`src/rtl/core/tilt_angle_kalman_filter_defines.svh`:
```
// ----------------------------------------------------------------------------
// Tilt angle Kalman filter assertion macros
// Concurrent assertion helpers, empty when SYNTHESIS is defined.
// ----------------------------------------------------------------------------
`ifndef TILT_ANGLE_KALMAN_FILTER_DEFINES_SVH
`define TILT_ANGLE_KALMAN_FILTER_DEFINES_SVH
`ifndef SYNTHESIS
`define TAK_ASSERT(name, clk, rstn, prop) \
  name: assert property (@(posedge clk) disable iff (!rstn) prop) \
    else $error("tak: assertion failed");
`define TAK_ASSERT_NR(name, clk, prop) \
  name: assert property (@(posedge clk) prop) else $error("tak: assertion failed");
`else
`define TAK_ASSERT(name, clk, rstn, prop)
`define TAK_ASSERT_NR(name, clk, prop)
`endif
`endif

```
`src/rtl/core/tak_pkg.sv`:
```
// ----------------------------------------------------------------------------
// Tilt angle Kalman filter package
// Shared constants, control types and the 32-bit saturation function.
// ----------------------------------------------------------------------------
`default_nettype none
package tak_pkg;

  localparam int DEF_CHANNELS       = 2;
  localparam int DEF_COEF_FRAC_BITS = 24;

  localparam logic [31:0] RST_Q_ANGLE  = 32'd16777;
  localparam logic [31:0] RST_Q_RATE   = 32'd50332;
  localparam logic [31:0] RST_R_MEAS   = 32'd8388608;
  localparam logic [31:0] RST_PERIOD   = 32'd83886;
  localparam logic [31:0] RST_GAIN     = 32'd1024000;

  localparam logic [2:0] REG_Q_ANGLE = 3'd0;
  localparam logic [2:0] REG_Q_RATE  = 3'd1;
  localparam logic [2:0] REG_R_MEAS  = 3'd2;
  localparam logic [2:0] REG_PERIOD  = 3'd3;
  localparam logic [2:0] REG_GAIN    = 3'd4;

  localparam int SAT_W = 67;

  typedef struct packed {
    logic start;
    logic sub;
    logic short_shift;
  } mac_ctl_t;

  function automatic logic signed [31:0] sat32(input logic signed [SAT_W-1:0] v);
    logic signed [31:0] r;
    if (v > SAT_W'(64'sh7FFF_FFFF)) begin
      r = 32'sh7FFF_FFFF;
    end else if (v < -SAT_W'(64'sh8000_0000)) begin
      r = 32'sh8000_0000;
    end else begin
      r = v[31:0];
    end
    return r;
  endfunction

endpackage
`default_nettype wire

```
`src/rtl/core/tak_mac.sv`:
```
// ----------------------------------------------------------------------------
// Tilt angle Kalman filter multiply-round-accumulate unit
// Registered stages: product, rounding shift, accumulate with saturation.
// ----------------------------------------------------------------------------
`default_nettype none
module tak_mac import tak_pkg::*; #(
  parameter int COEF_FRAC_BITS = DEF_COEF_FRAC_BITS
) (
  input  wire logic               clk_i,
  input  wire logic               rst_ni,
  input  wire mac_ctl_t           ctl_i,
  input  wire logic signed [32:0] a_i,
  input  wire logic signed [32:0] b_i,
  input  wire logic signed [31:0] base_i,
  output logic                    done_o,
  output logic signed [31:0]      res_o
);

  localparam int RS = COEF_FRAC_BITS - 16;
  localparam logic signed [65:0] H_F = 66'sd1 <<< (COEF_FRAC_BITS - 1);

  logic signed [65:0] prod_q, rnd_q, rnd_d, rnd_f, rnd_s, neg_w;
  logic [1:0]         vld_q;
  logic signed [SAT_W-1:0] acc;

  // Rounds to nearest with ties away from zero: floor((v + h - neg) / 2^s).
  assign neg_w = prod_q[65] ? 66'sd1 : 66'sd0;
  assign rnd_f = (prod_q + H_F - neg_w) >>> COEF_FRAC_BITS;

  if (RS == 0) begin : g_noshift
    assign rnd_s = prod_q;
  end else begin : g_shift
    localparam logic signed [65:0] H_S = 66'sd1 <<< (RS - 1);
    assign rnd_s = (prod_q + H_S - neg_w) >>> RS;
  end

  assign rnd_d = ctl_i.short_shift ? rnd_s : rnd_f;
  assign acc   = ctl_i.sub ? (SAT_W'(base_i) - SAT_W'(rnd_q))
                           : (SAT_W'(base_i) + SAT_W'(rnd_q));

  always_ff @(posedge clk_i or negedge rst_ni) begin
    if (!rst_ni) begin
      vld_q  <= '0;
      done_o <= 1'b0;
    end else begin
      vld_q  <= {vld_q[0], ctl_i.start};
      done_o <= vld_q[1];
    end
  end

  always_ff @(posedge clk_i) begin
    prod_q <= a_i * b_i;
    rnd_q  <= rnd_d;
    res_o  <= sat32(acc);
  end

endmodule
`default_nettype wire

```
`config.mk`:
```
export PLATFORM = sky130hd
export DESIGN_NAME = tak_mac
export DESIGN_NICKNAME = d
export VERILOG_FILES = /design/src/rtl/core/tilt_angle_kalman_filter_defines.svh /design/src/rtl/core/tak_pkg.sv /design/src/rtl/core/tak_mac.sv
export SDC_FILE = /design/constraint.sdc
export NUM_CORES = 2
export LEC_CHECK = 0
export ABC_AREA = 1
export BUFFER_PORTS_ARGS = -buffer_cell sky130_fd_sc_hd__buf_4
export CAP_MARGIN = 10
export CORE_MARGIN = 1.5
export CORE_UTILIZATION = 50
export CTS_BUF_LIST = sky130_fd_sc_hd__clkbuf_2
export CTS_CLUSTER_DIAMETER = 50
export DETAILED_ROUTE_END_ITERATION = 16
export GPL_TIMING_DRIVEN = 0
export PLACE_DENSITY = 0.74
export SLEW_MARGIN = 20
export SYNTH_ARGS = -nofsm -noshare
export SYNTH_HDL_FRONTEND = slang
export SYNTH_SLANG_ARGS = --single-unit
export TNS_END_PERCENT = 100
```
`constraint.sdc`:
```
create_clock -name clk_i -period 5.5 [get_ports clk_i]
set_input_delay 0.55 -clock clk_i [delete_from_list [all_inputs] [get_ports clk_i]]
set_output_delay 0.55 -clock clk_i [all_outputs]
set_load 0.03 [all_outputs]
```
==> flow_summary_export.csv <==
group,metric,value,unit
setup_path,slowest_delay,710,ps
logic_synthesis,synth_seq_cells,159,
worst_hold_path,hold_start,"base_i[0]",
layout,drive_gt1_frac,0.149,
grt,grt_pass1_vias,56800,
floorplanning,ios,136,
worst_hold_path,hp-class,"in2reg",
detailed_routing,drcViolationCount,0,
setup_path,cp-end-kind,"register",
sta,period_needed,6800,ps
clock_tree,tritoncts_num_sinks,159,
setup_path,worstPathRequired,6410,ps
logic_synthesis,syn_inst,8357,
sta,worst_pin_slew,1110,ps
layout,fill_cells,10600,
setup_path,cp.depth,28,
detailed_routing,dr.pass1.iters,8,
setup_path,r2r-start,"rnd_q[0]",
logic_synthesis,synth_edf_count,0,
logic_synthesis,ys_warn_count,0,
floorplanning,die_area,0.119,sq mm
setup_path,reg2regPathDepth,28,
layout,layout_commonest_cell,"inv_1",
sta,slew_viol_final,0,
setup_path,reg2reg_slack,250,ps
clock_tree,cts_buffers,17,
grt,grt_pass1_wl,370000,um
detailed_routing,wl_per_cell,25.0,um
sta,worst_slew_margin_rel,0.260,
sta,min_period_over_period,1.24,
layout,multi_input_area,0.0483,sq mm
layout,layout_common_cells,"inv_1, nand2_1, fa_1",
detailed_routing,wl,256000,um
layout,regArea,0.00320,sq mm
floorplanning,dieHeight,345,um
clock_tree,cts_htree_levels,4,
grt,grt_max_degree,38,
logic_synthesis,yosysTopAreaCellShare,0.392,
detailed_routing,antenna_left,0,
grt,overflow,0,
status,violations,"setup timing",
setup_path,slowest_stage,"fa_2",
worst_hold_path,hold_depth,6,
floorplanning,placeableCoreArea,0.116,sq mm
logic_synthesis,syn-num-nets,9959,
sta,rsz0062_at_grt,"yes",
detailed_routing,drt_iter0_drc,5928,
clock_tree,root_buffer,"clkbuf_2",
clock_tree,cts_tree,"done",
clock_tree,clk_path_buf_depth,2,
logic_synthesis,syn_area_per_cell,7.01,sq um
layout,area_growth,19.8,%
setup_path,cpLargestDelayFamily,"adder cells",
sta,setup_viol,46,
logic_synthesis,ys.flop_type,"dfxtp_1",
logic_synthesis,yosysTopAreaCell,"fa_1",
layout,fin_util,0.604,
detailed_routing,vias_per_cell,5.46,
logic_synthesis,synth-seq-area-share,0.0546,
clock_tree,clk_latency,1010,ps
logic_synthesis,synth_area,0.0586,sq mm
setup_path,critPathLaunchType,"primary input",
detailed_routing,vias,56100,
sta,holdWs,82.4,ps
sta,fin_tns_setup,-38080,ps
sta,hold_viol_final,0,
sta,clock-skew-final,76.8,ps
floorplanning,die_w,345,um
setup_path,cp.arrival,7720,ps
setup_path,rr_endpoint,"res_o[12]",
setup_path,worstPathMaxFanout,6,
logic_synthesis,synth_cell_type_count,51,
placement,dp_hpwl,209000,um
grt,grt_use_total,0.427,
setup_path,worst-path-buf-inv,8,
clock_tree,clk_pin_slew,320,ps
status,run_status,"complete, but fails checks",
logic_synthesis,synth.area.top_cells,"fa_1, inv_1, nand2_1, ha_1, dfxtp_1",
worst_hold_path,min_to,"res_o[0]",
run,drv_cap,0,
logic_synthesis,ys_async_sr_fraction,0.0189,
floorplanning,num_rows,125,
floorplanning,start_util,0.504,
sta,max_freq,147,MHz
placement,finalWeightedCongestion,1.04,
sta,timing.final.ws_setup,-1300,ps
setup_path,path_class,"in2reg",
layout,final_nets,10300,
setup_path,cpMostUsedCell,"fa_1",
placement,port_buffers,70,
grt,antenna_found_initial,13,
[how the worst max path moves through the flow]
| stage | startpoint | slack, ps | to |
|---|---|---|---|
| after global routing | b_i[2] | -1270 | prod_q[50] |
| after detailed placement | b_i[26] | -3800 | prod_q[63] |
| after CTS | a_i[32] | -960 | prod_q[61] |
| final | b_i[2] | -1300 | prod_q[50] |
| after global placement | b_i[32] | -3930 | prod_q[63] |
| after floorplan | b_i[2] | -1720 | prod_q[64] |
[registers in the layout (all words and copies together) (netlist names)]
signal	flops
res_o	32
vld_q	2
rnd_q	58
prod_q	66
done_o	1
[worst reg2reg max path: cells and delay by family (launching register included)]
family	cells	cell delay [ps]
AO/OA/AOI/OAI	2	580
XOR/XNOR	1	510
adder cells (fa/ha/maj)	2	650
buffers and inverters	2	230
flip-flops	1	400
AND/OR/NAND/NOR	21	2750
[layout make-up]
| type | instances | share of cell area |
|---|---|---|
| clock inverters | 15 | 0.00298 |
| clock buffers | 17 | 0.00121 |
| diodes | 7 | 0.000250 |
| plain buffers | 296 | 0.0628 |
| repair buffers | 348 | 0.0425 |
| well taps | 1524 | 0.0272 |
| multi-input cells | 5483 | 0.688 |
| flip-flops and latches | 159 | 0.0456 |
| inverters | 2418 | 0.130 |
[cells in the mapped netlist, drive strengths merged (3+ instances only)]
| cell | n |
|---|---|
| and3 | 8 |
| dfrtp | 3 |
| xnor2 | 60 |
| inv | 2414 |
| clkbuf | 286 |
| o21bai | 12 |
| xor2 | 99 |
| and2 | 8 |
| buf | 11 |
| a21o | 20 |
| nand3 | 185 |
| or2 | 13 |
| nor4 | 18 |
| o31ai | 5 |
| nor3 | 56 |
| o2111ai | 5 |
| dfxtp | 156 |
| a211oi | 4 |
| clkinv | 4 |
| nor2 | 511 |
| a21boi | 12 |
| nand4 | 55 |
| nand2 | 2221 |
| o21ai | 246 |
| a31oi | 43 |
| o21a | 25 |
| fa | 1146 |
| ha | 353 |
| a21oi | 349 |
| o211ai | 7 |
| nand3b | 12 |
[per-stage QoR]
step                worst slack, ps  cells  cell area (sq um)
finish                        -1300  10300              70200
global route                  -1270  10300              70200
global placement              -3930   9951              62800
CTS                            -963  10200              68500
detailed placement            -3800   9951              62800
floorplan                     -1720   8357              60400
[routing by layer]
metal  wire length [um]  GRT usage  up-vias
met3              25300     0.0864      913
met5                112          0        -
met4              23200      0.300       16
li1                   -          -    24900
met2             114000      0.682     3246
met1              94000      0.518    27000
[repair_timing]
| action | in CTS | in global routing |
|---|---|---|
| gates cloned | 2 | 1 |
| buffers inserted | 193 | 79 |
| pin swaps | 221 | 177 |
| hold endpoints to repair | 7 | 0 |
| endpoints found under the setup margin | 83 | 80 |
| hold buffers | 6 | 0 |
| resized for setup | 825 | 330 |
[cell families (layout without fill, tap and decap cells)]
family          after synthesis  count (layout)  synth area share
simple gates               3087            3087             0.211
buf+inv                    2715            3094             0.175
fa+ha+maj                  1499            1499             0.467
compound gates              738             738            0.0686
xor+xnor                    159             159            0.0241
flops                       159             159            0.0546
other cells                   0               7                 0
Power is left out: the tool's default activity adds up to more than one toggle a clock period on the data nets, which glitch-free logic cannot reach.
