--- config.mk ---
export PLATFORM = sky130hd
export DESIGN_NAME = tak_div
export DESIGN_NICKNAME = d
export VERILOG_FILES = /design/src/rtl/core/tilt_angle_kalman_filter_defines.svh /design/src/rtl/core/tak_pkg.sv /design/src/rtl/core/tak_div.sv
export SDC_FILE = /design/constraint.sdc
export NUM_CORES = 1
export LEC_CHECK = 0
export BUFFER_PORTS_ARGS = -buffer_cell sky130_fd_sc_hd__buf_2
export CAP_MARGIN = 20
export CORE_UTILIZATION = 43
export DETAILED_ROUTE_END_ITERATION = 8
export PLACE_DENSITY_LB_ADDON = 0.2
export RECOVER_POWER = 50
export SETUP_SLACK_MARGIN = 0.02
export SLEW_MARGIN = 5
export SYNTH_ARGS = -nofsm -noshare
export SYNTH_HDL_FRONTEND = slang
export SYNTH_SLANG_ARGS = --single-unit
--- constraint.sdc ---
create_clock -name clk_i -period 3.1 [get_ports clk_i]
set_input_delay 0 -clock clk_i [delete_from_list [all_inputs] [get_ports clk_i]]
set_output_delay 0 -clock clk_i [all_outputs]
set_load 0.03 [all_outputs]
--- src/rtl/core/tilt_angle_kalman_filter_defines.svh ---
// ----------------------------------------------------------------------------
// Tilt angle Kalman filter assertion macros
// Concurrent assertion helpers, empty when SYNTHESIS is defined.
// ----------------------------------------------------------------------------
`ifndef TILT_ANGLE_KALMAN_FILTER_DEFINES_SVH
`define TILT_ANGLE_KALMAN_FILTER_DEFINES_SVH
`ifndef SYNTHESIS
`define TAK_ASSERT(name, clk, rstn, prop) \
  name: assert property (@(posedge clk) disable iff (!rstn) prop) \
    else $error("tak: assertion failed");
`define TAK_ASSERT_NR(name, clk, prop) \
  name: assert property (@(posedge clk) prop) else $error("tak: assertion failed");
`else
`define TAK_ASSERT(name, clk, rstn, prop)
`define TAK_ASSERT_NR(name, clk, prop)
`endif
`endif

--- src/rtl/core/tak_pkg.sv ---
// ----------------------------------------------------------------------------
// Tilt angle Kalman filter package
// Shared constants, control types and the 32-bit saturation function.
// ----------------------------------------------------------------------------
`default_nettype none
package tak_pkg;

  localparam int DEF_CHANNELS       = 2;
  localparam int DEF_COEF_FRAC_BITS = 24;

  localparam logic [31:0] RST_Q_ANGLE  = 32'd16777;
  localparam logic [31:0] RST_Q_RATE   = 32'd50332;
  localparam logic [31:0] RST_R_MEAS   = 32'd8388608;
  localparam logic [31:0] RST_PERIOD   = 32'd83886;
  localparam logic [31:0] RST_GAIN     = 32'd1024000;

  localparam logic [2:0] REG_Q_ANGLE = 3'd0;
  localparam logic [2:0] REG_Q_RATE  = 3'd1;
  localparam logic [2:0] REG_R_MEAS  = 3'd2;
  localparam logic [2:0] REG_PERIOD  = 3'd3;
  localparam logic [2:0] REG_GAIN    = 3'd4;

  localparam int SAT_W = 67;

  typedef struct packed {
    logic start;
    logic sub;
    logic short_shift;
  } mac_ctl_t;

  function automatic logic signed [31:0] sat32(input logic signed [SAT_W-1:0] v);
    logic signed [31:0] r;
    if (v > SAT_W'(64'sh7FFF_FFFF)) begin
      r = 32'sh7FFF_FFFF;
    end else if (v < -SAT_W'(64'sh8000_0000)) begin
      r = 32'sh8000_0000;
    end else begin
      r = v[31:0];
    end
    return r;
  endfunction

endpackage
`default_nettype wire

--- src/rtl/core/tak_div.sv ---
// ----------------------------------------------------------------------------
// Tilt angle Kalman filter gain divider
// Restoring divider, one quotient bit a cycle, for (p << F) / e with e > 0.
// ----------------------------------------------------------------------------
`default_nettype none
module tak_div import tak_pkg::*; #(
  parameter int COEF_FRAC_BITS = DEF_COEF_FRAC_BITS
) (
  input  wire logic               clk_i,
  input  wire logic               rst_ni,
  input  wire logic               start_i,
  input  wire logic signed [31:0] num_i,
  input  wire logic [32:0]        den_i,
  output logic                    done_o,
  output logic signed [31:0]      quo_o
);

  localparam int NW = 32 + COEF_FRAC_BITS;
  localparam int CW = $clog2(NW + 1);

  logic [NW-1:0] dvd_q, quo_q;
  logic [32:0]   rem_q;
  logic [33:0]   rem_sh;
  logic [32:0]   den_q;
  logic [CW-1:0] cnt_q;
  logic          busy_q, neg_q, fit;
  logic [31:0]   mag;

  assign mag    = num_i[31] ? 32'(-num_i) : 32'(num_i);
  assign rem_sh = {rem_q, dvd_q[NW-1]};
  assign fit    = (rem_sh >= {1'b0, den_q});

  always_ff @(posedge clk_i or negedge rst_ni) begin
    if (!rst_ni) begin
      busy_q <= 1'b0;
      done_o <= 1'b0;
      cnt_q  <= '0;
    end else begin
      done_o <= 1'b0;
      if (start_i) begin
        busy_q <= 1'b1;
        cnt_q  <= CW'(NW);
      end else if (busy_q) begin
        cnt_q <= cnt_q - 1'b1;
        if (cnt_q == CW'(1)) begin
          busy_q <= 1'b0;
          done_o <= 1'b1;
        end
      end
    end
  end

  // The partial remainder stays below the divisor, so 33 bits hold it.
  always_ff @(posedge clk_i) begin
    if (start_i) begin
      dvd_q <= {mag, {COEF_FRAC_BITS{1'b0}}};
      rem_q <= '0;
      quo_q <= '0;
      den_q <= den_i;
      neg_q <= num_i[31];
    end else if (busy_q) begin
      dvd_q <= {dvd_q[NW-2:0], 1'b0};
      rem_q <= fit ? 33'(rem_sh - {1'b0, den_q}) : rem_sh[32:0];
      quo_q <= {quo_q[NW-2:0], fit};
    end
  end

  // Truncated toward zero, then saturated.
  always_comb begin
    if (!neg_q && quo_q > NW'(32'h7FFF_FFFF)) begin
      quo_o = 32'sh7FFF_FFFF;
    end else if (neg_q && quo_q > NW'(32'h8000_0000)) begin
      quo_o = 32'sh8000_0000;
    end else begin
      quo_o = neg_q ? -$signed(quo_q[31:0]) : $signed(quo_q[31:0]);
    end
  end

endmodule
`default_nettype wire

==> summary.md <==
| Metric | Value |
|---|---|
| GPL Wtd Cong | 0.890 |
| Maximum clock rate | 0.328 GHz |
| CP Data Required Time | 3.10 ns |
| Failing checks | capacitance limit, slew limit |
| Clock power share | 39.2% |
| DRT Pass-1 Iters | 5 |
| Synth cell types | 74 |
| CTS tree | yes |
| Fraction of layout instances using a drive strength above 1 | 17.6% |
| Syn_nets | 1162 |
| PD cells | 455 nW/um2 |
| Synthesized area | 9510 um2 |
| Clock sink total | 163 |
| CTS buffer count | 17 |
| MaxCap Viol Count | 1 |
| Die W | 151 um |
| H-tree depth reported by CTS | 4 |
| Relative slew slack | -13.3% |
| Util after Layout | 54.1% |
| Startpoint types | register |
| Sequential share of the synthesized area | 41.7% |
| CTS root buf | clkbuf_16 |
| Sw Ratio | 26.5% |
| Initial antenna violation count | 0 |
| Worst Tran Pin Value | 1.70 ns |
| P_leak | 0.00529 uW |
| Tcrit/Tclk final | 98.4% |
| WHS | 0.0262 ns |
| Final clock skew | 0.0135 ns |
| Hold Violations, Final | 0 |
| Final WL | 22300 um |
| Wire per inst | 14.9 um |
| Io pins | 101 |
| Mean post-synth cell area | 9.01 um2 |
| Initial drt markers | 373 |
| Switching power | 1420 uW |
| Synth-to-layout area growth | 23.7% |
| Status | finished, violations left |
| First-pass GRT wire length | 35600 um |
| Floorplan row count | 54 |
| Max Slew Vio Count | 35 |
| Post-synthesis cell count | 1056 |
| DR vias | 8051 |
| Hpwl dp | 15000 um |
| Via/cell ratio | 5.37 |
| Fillers | 2028 |
| Number of synthesized flops with an enable pin | 66 |
| Worst min-delay path class | in -> reg |
| Layout Nets | 1312 |
| Vias in the first global route | 7389 |
| Sequential group share of total power | 45.2% |
| Dominant synthesized flop cell | dfxtp_1 |
| CP Class | reg -> out |
| Drc violations | 0 |
| Final Setup Violations | 0 |
| FFs w/ async S/R, synth | 4.91% |
| Worst Setup End Kind | primary output |
| Peak supply drop | 342 uV |
| Antenna Cells | 0 |
| Fin crit period | 3.05 ns |
| Worst-Skew Late Latency | 0.42 ns |
| Reg clk slew, reported paths | 0.07 ns |
| Yosys reg bits | 163 |
| I/O Buffers | 100 |
| Int Power | 3940 uW |
| Critical Path AT | 3.05 ns |
| Total die area | 22700 um2 |
| Routed Antenna Nets | 0 |
| Total track usage | 19.6% |
| Largest net degree at the start of global routing | 95 |
| Comb pwr share | 15.6% |
| CTS max path bufs | 2 |
| Core Area | 21800 um2 |
| Gr ovfl total | 0 |
| Chip height | 151 um |
| Initial core utilization | 43.7% |
| YS warnings | 0 |
| Unrepaired setup endpoints after global routing | yes |
| Critical Path Fanout Max | 8 |
## synth_stat cells (all sizes together) (9+ instances only)
library cell	count	share of area (%)
mux2i	62	6.5
or4	10	0.91
nor4	13	0.85
nand2	94	3.7
o41ai	11	1.0
nand4	10	0.66
nor3	19	1.1
xnor2	30	2.8
dfxtp	89	19
o31ai	13	1.0
a21oi	63	3.3
ha	37	4.9
a32oi	9	0.83
a21o	12	0.96
a31oi	9	0.59
inv	50	2.0
nor2	146	5.8
buf	14	0.93
a311oi	18	1.7
edfxtp	66	21
xor2	57	5.2
o21ai	77	4.1
clkbuf	45	1.8
nand2b	9	0.59
## per-layer routing
metal | vias to the layer above | global-route usage, % | routed length [um]
met2 | 157 | 30.6 | 10100
met5 | - | 0 | 0
met3 | 14 | 3.73 | 835
met4 | 0 | 5.95 | 269
li1 | 4101 | - | -
met1 | 3779 | 27.2 | 11100
## metrics by stage
| stage | instances | instance area [um2] | worst slack (ns) | TNS [ns] | power (uW) |
|---|---|---|---|---|---|
| after floorplan | 1056 | 9510 | 0.233 | 0 | 2980 |
| after global routing | 1499 | 11800 | -0.0277 | -0.130 | 5600 |
| after detailed placement | 1409 | 10400 | -0.00353 | -0.00353 | 3220 |
| after global placement | 1409 | 10400 | 0.0892 | 0 | 3210 |
| final | 1499 | 11800 | 0.0501 | 0 | 5360 |
| after CTS | 1491 | 11500 | 0.0157 | 0 | 5390 |
## cells in the final DEF (no fill, tap or decap), types with 30 or more instances in the layout
master,count
o21ai_0,38
a21oi_1,62
inv_1,50
ha_1,37
nand2_1,93
dlygate4sd3_1,50
xor2_1,57
xnor2_1,30
dfxtp_1,86
edfxtp_1,66
nor2_1,145
mux2i_1,62
buf_4,53
buf_2,60
## path summary, 6_finish.rpt
check	from	to	slack, ns	cells after the start
min in group asynchronous	rst_ni	cnt_q[0]	0.59	3
max in group asynchronous	rst_ni	cnt_q[3]	2.23	3
setup / recovery	quo_q[13]	quo_o[20]	0.05	10
hold reg to reg	rem_q[2]	rem_q[2]	0.49	2
hold / removal	num_i[13]	dvd_q[37]	0.03	3
setup reg to reg	den_q[27]	rem_q[30]	0.13	10
## power by group through the flow
| stage | sequential, uW | combinational, uW | clock [uW] |
|---|---|---|---|
| after global placement | 2460 | 748 | 0 |
| after detailed placement | 2470 | 753 | 0 |
| final | 2420 | 834 | 2100 |
| after global routing | 2440 | 930 | 2230 |
| after floorplan | 2450 | 528 | 0 |
| after CTS | 2420 | 814 | 2160 |
## state kept, by name (all words and copies together), names as in the netlist
signal,flops
quo_q,56
cnt_q,6
done_o,1
rem_q,33
dvd_q,32
den_q,33
busy_q,1
neg_q,1
## logic make-up (layout without fill, tap and decap cells)
| group | Yosys count | after routing | synth area share [%] |
|---|---|---|---|
| DFF | 163 | 163 | 41.7 |
| adders and majority gates | 38 | 38 | 5.08 |
| muxes | 64 | 64 | 6.76 |
| xor gates and xnor gates | 87 | 87 | 8.01 |
| AOI/OAI and AO/OA | 253 | 253 | 17.3 |
| buffers and inverters | 109 | 272 | 4.68 |
| and+or+nand+nor | 342 | 342 | 16.5 |
## layout make-up
cell class                      instances  area [um2]  area share [%]
Multi-Input combinational cell        784        5260            44.7
Clock buffer                           22         487            4.14
Sequential cell                       163        3970            33.7
Clock inverter                         10        95.1           0.808
Timing Repair Buffer                  190        1430            12.1
Tap cell                              280         350            2.98
Inverter                               50         188            1.59
## what timing repair did
| item | CTS | global route |
|---|---|---|
| buffers inserted | 0 | 5 |
| pin swaps | 0 | 8 |
| hold buffers | 50 | 0 |
| endpoints found under the setup margin | 34 | 62 |
| endpoints found under the hold margin | 56 | 0 |
| gates resized for setup | 29 | 89 |
| gates cloned | 0 | 3 |
## worst max-delay path, cell delays in order (launching register included)
cell and delay [ns]:
dfxtp_2 0.33, or4_4 0.55, or2_1 0.25, or4_4 0.47, nor2_4 0.11, nand2_2 0.08, o21ai_2 0.20, a21boi_4 0.12
buf_6 0.17, o21ai_1 0.16, buf_4 0.18
Power figures use the tool's default switching activity.
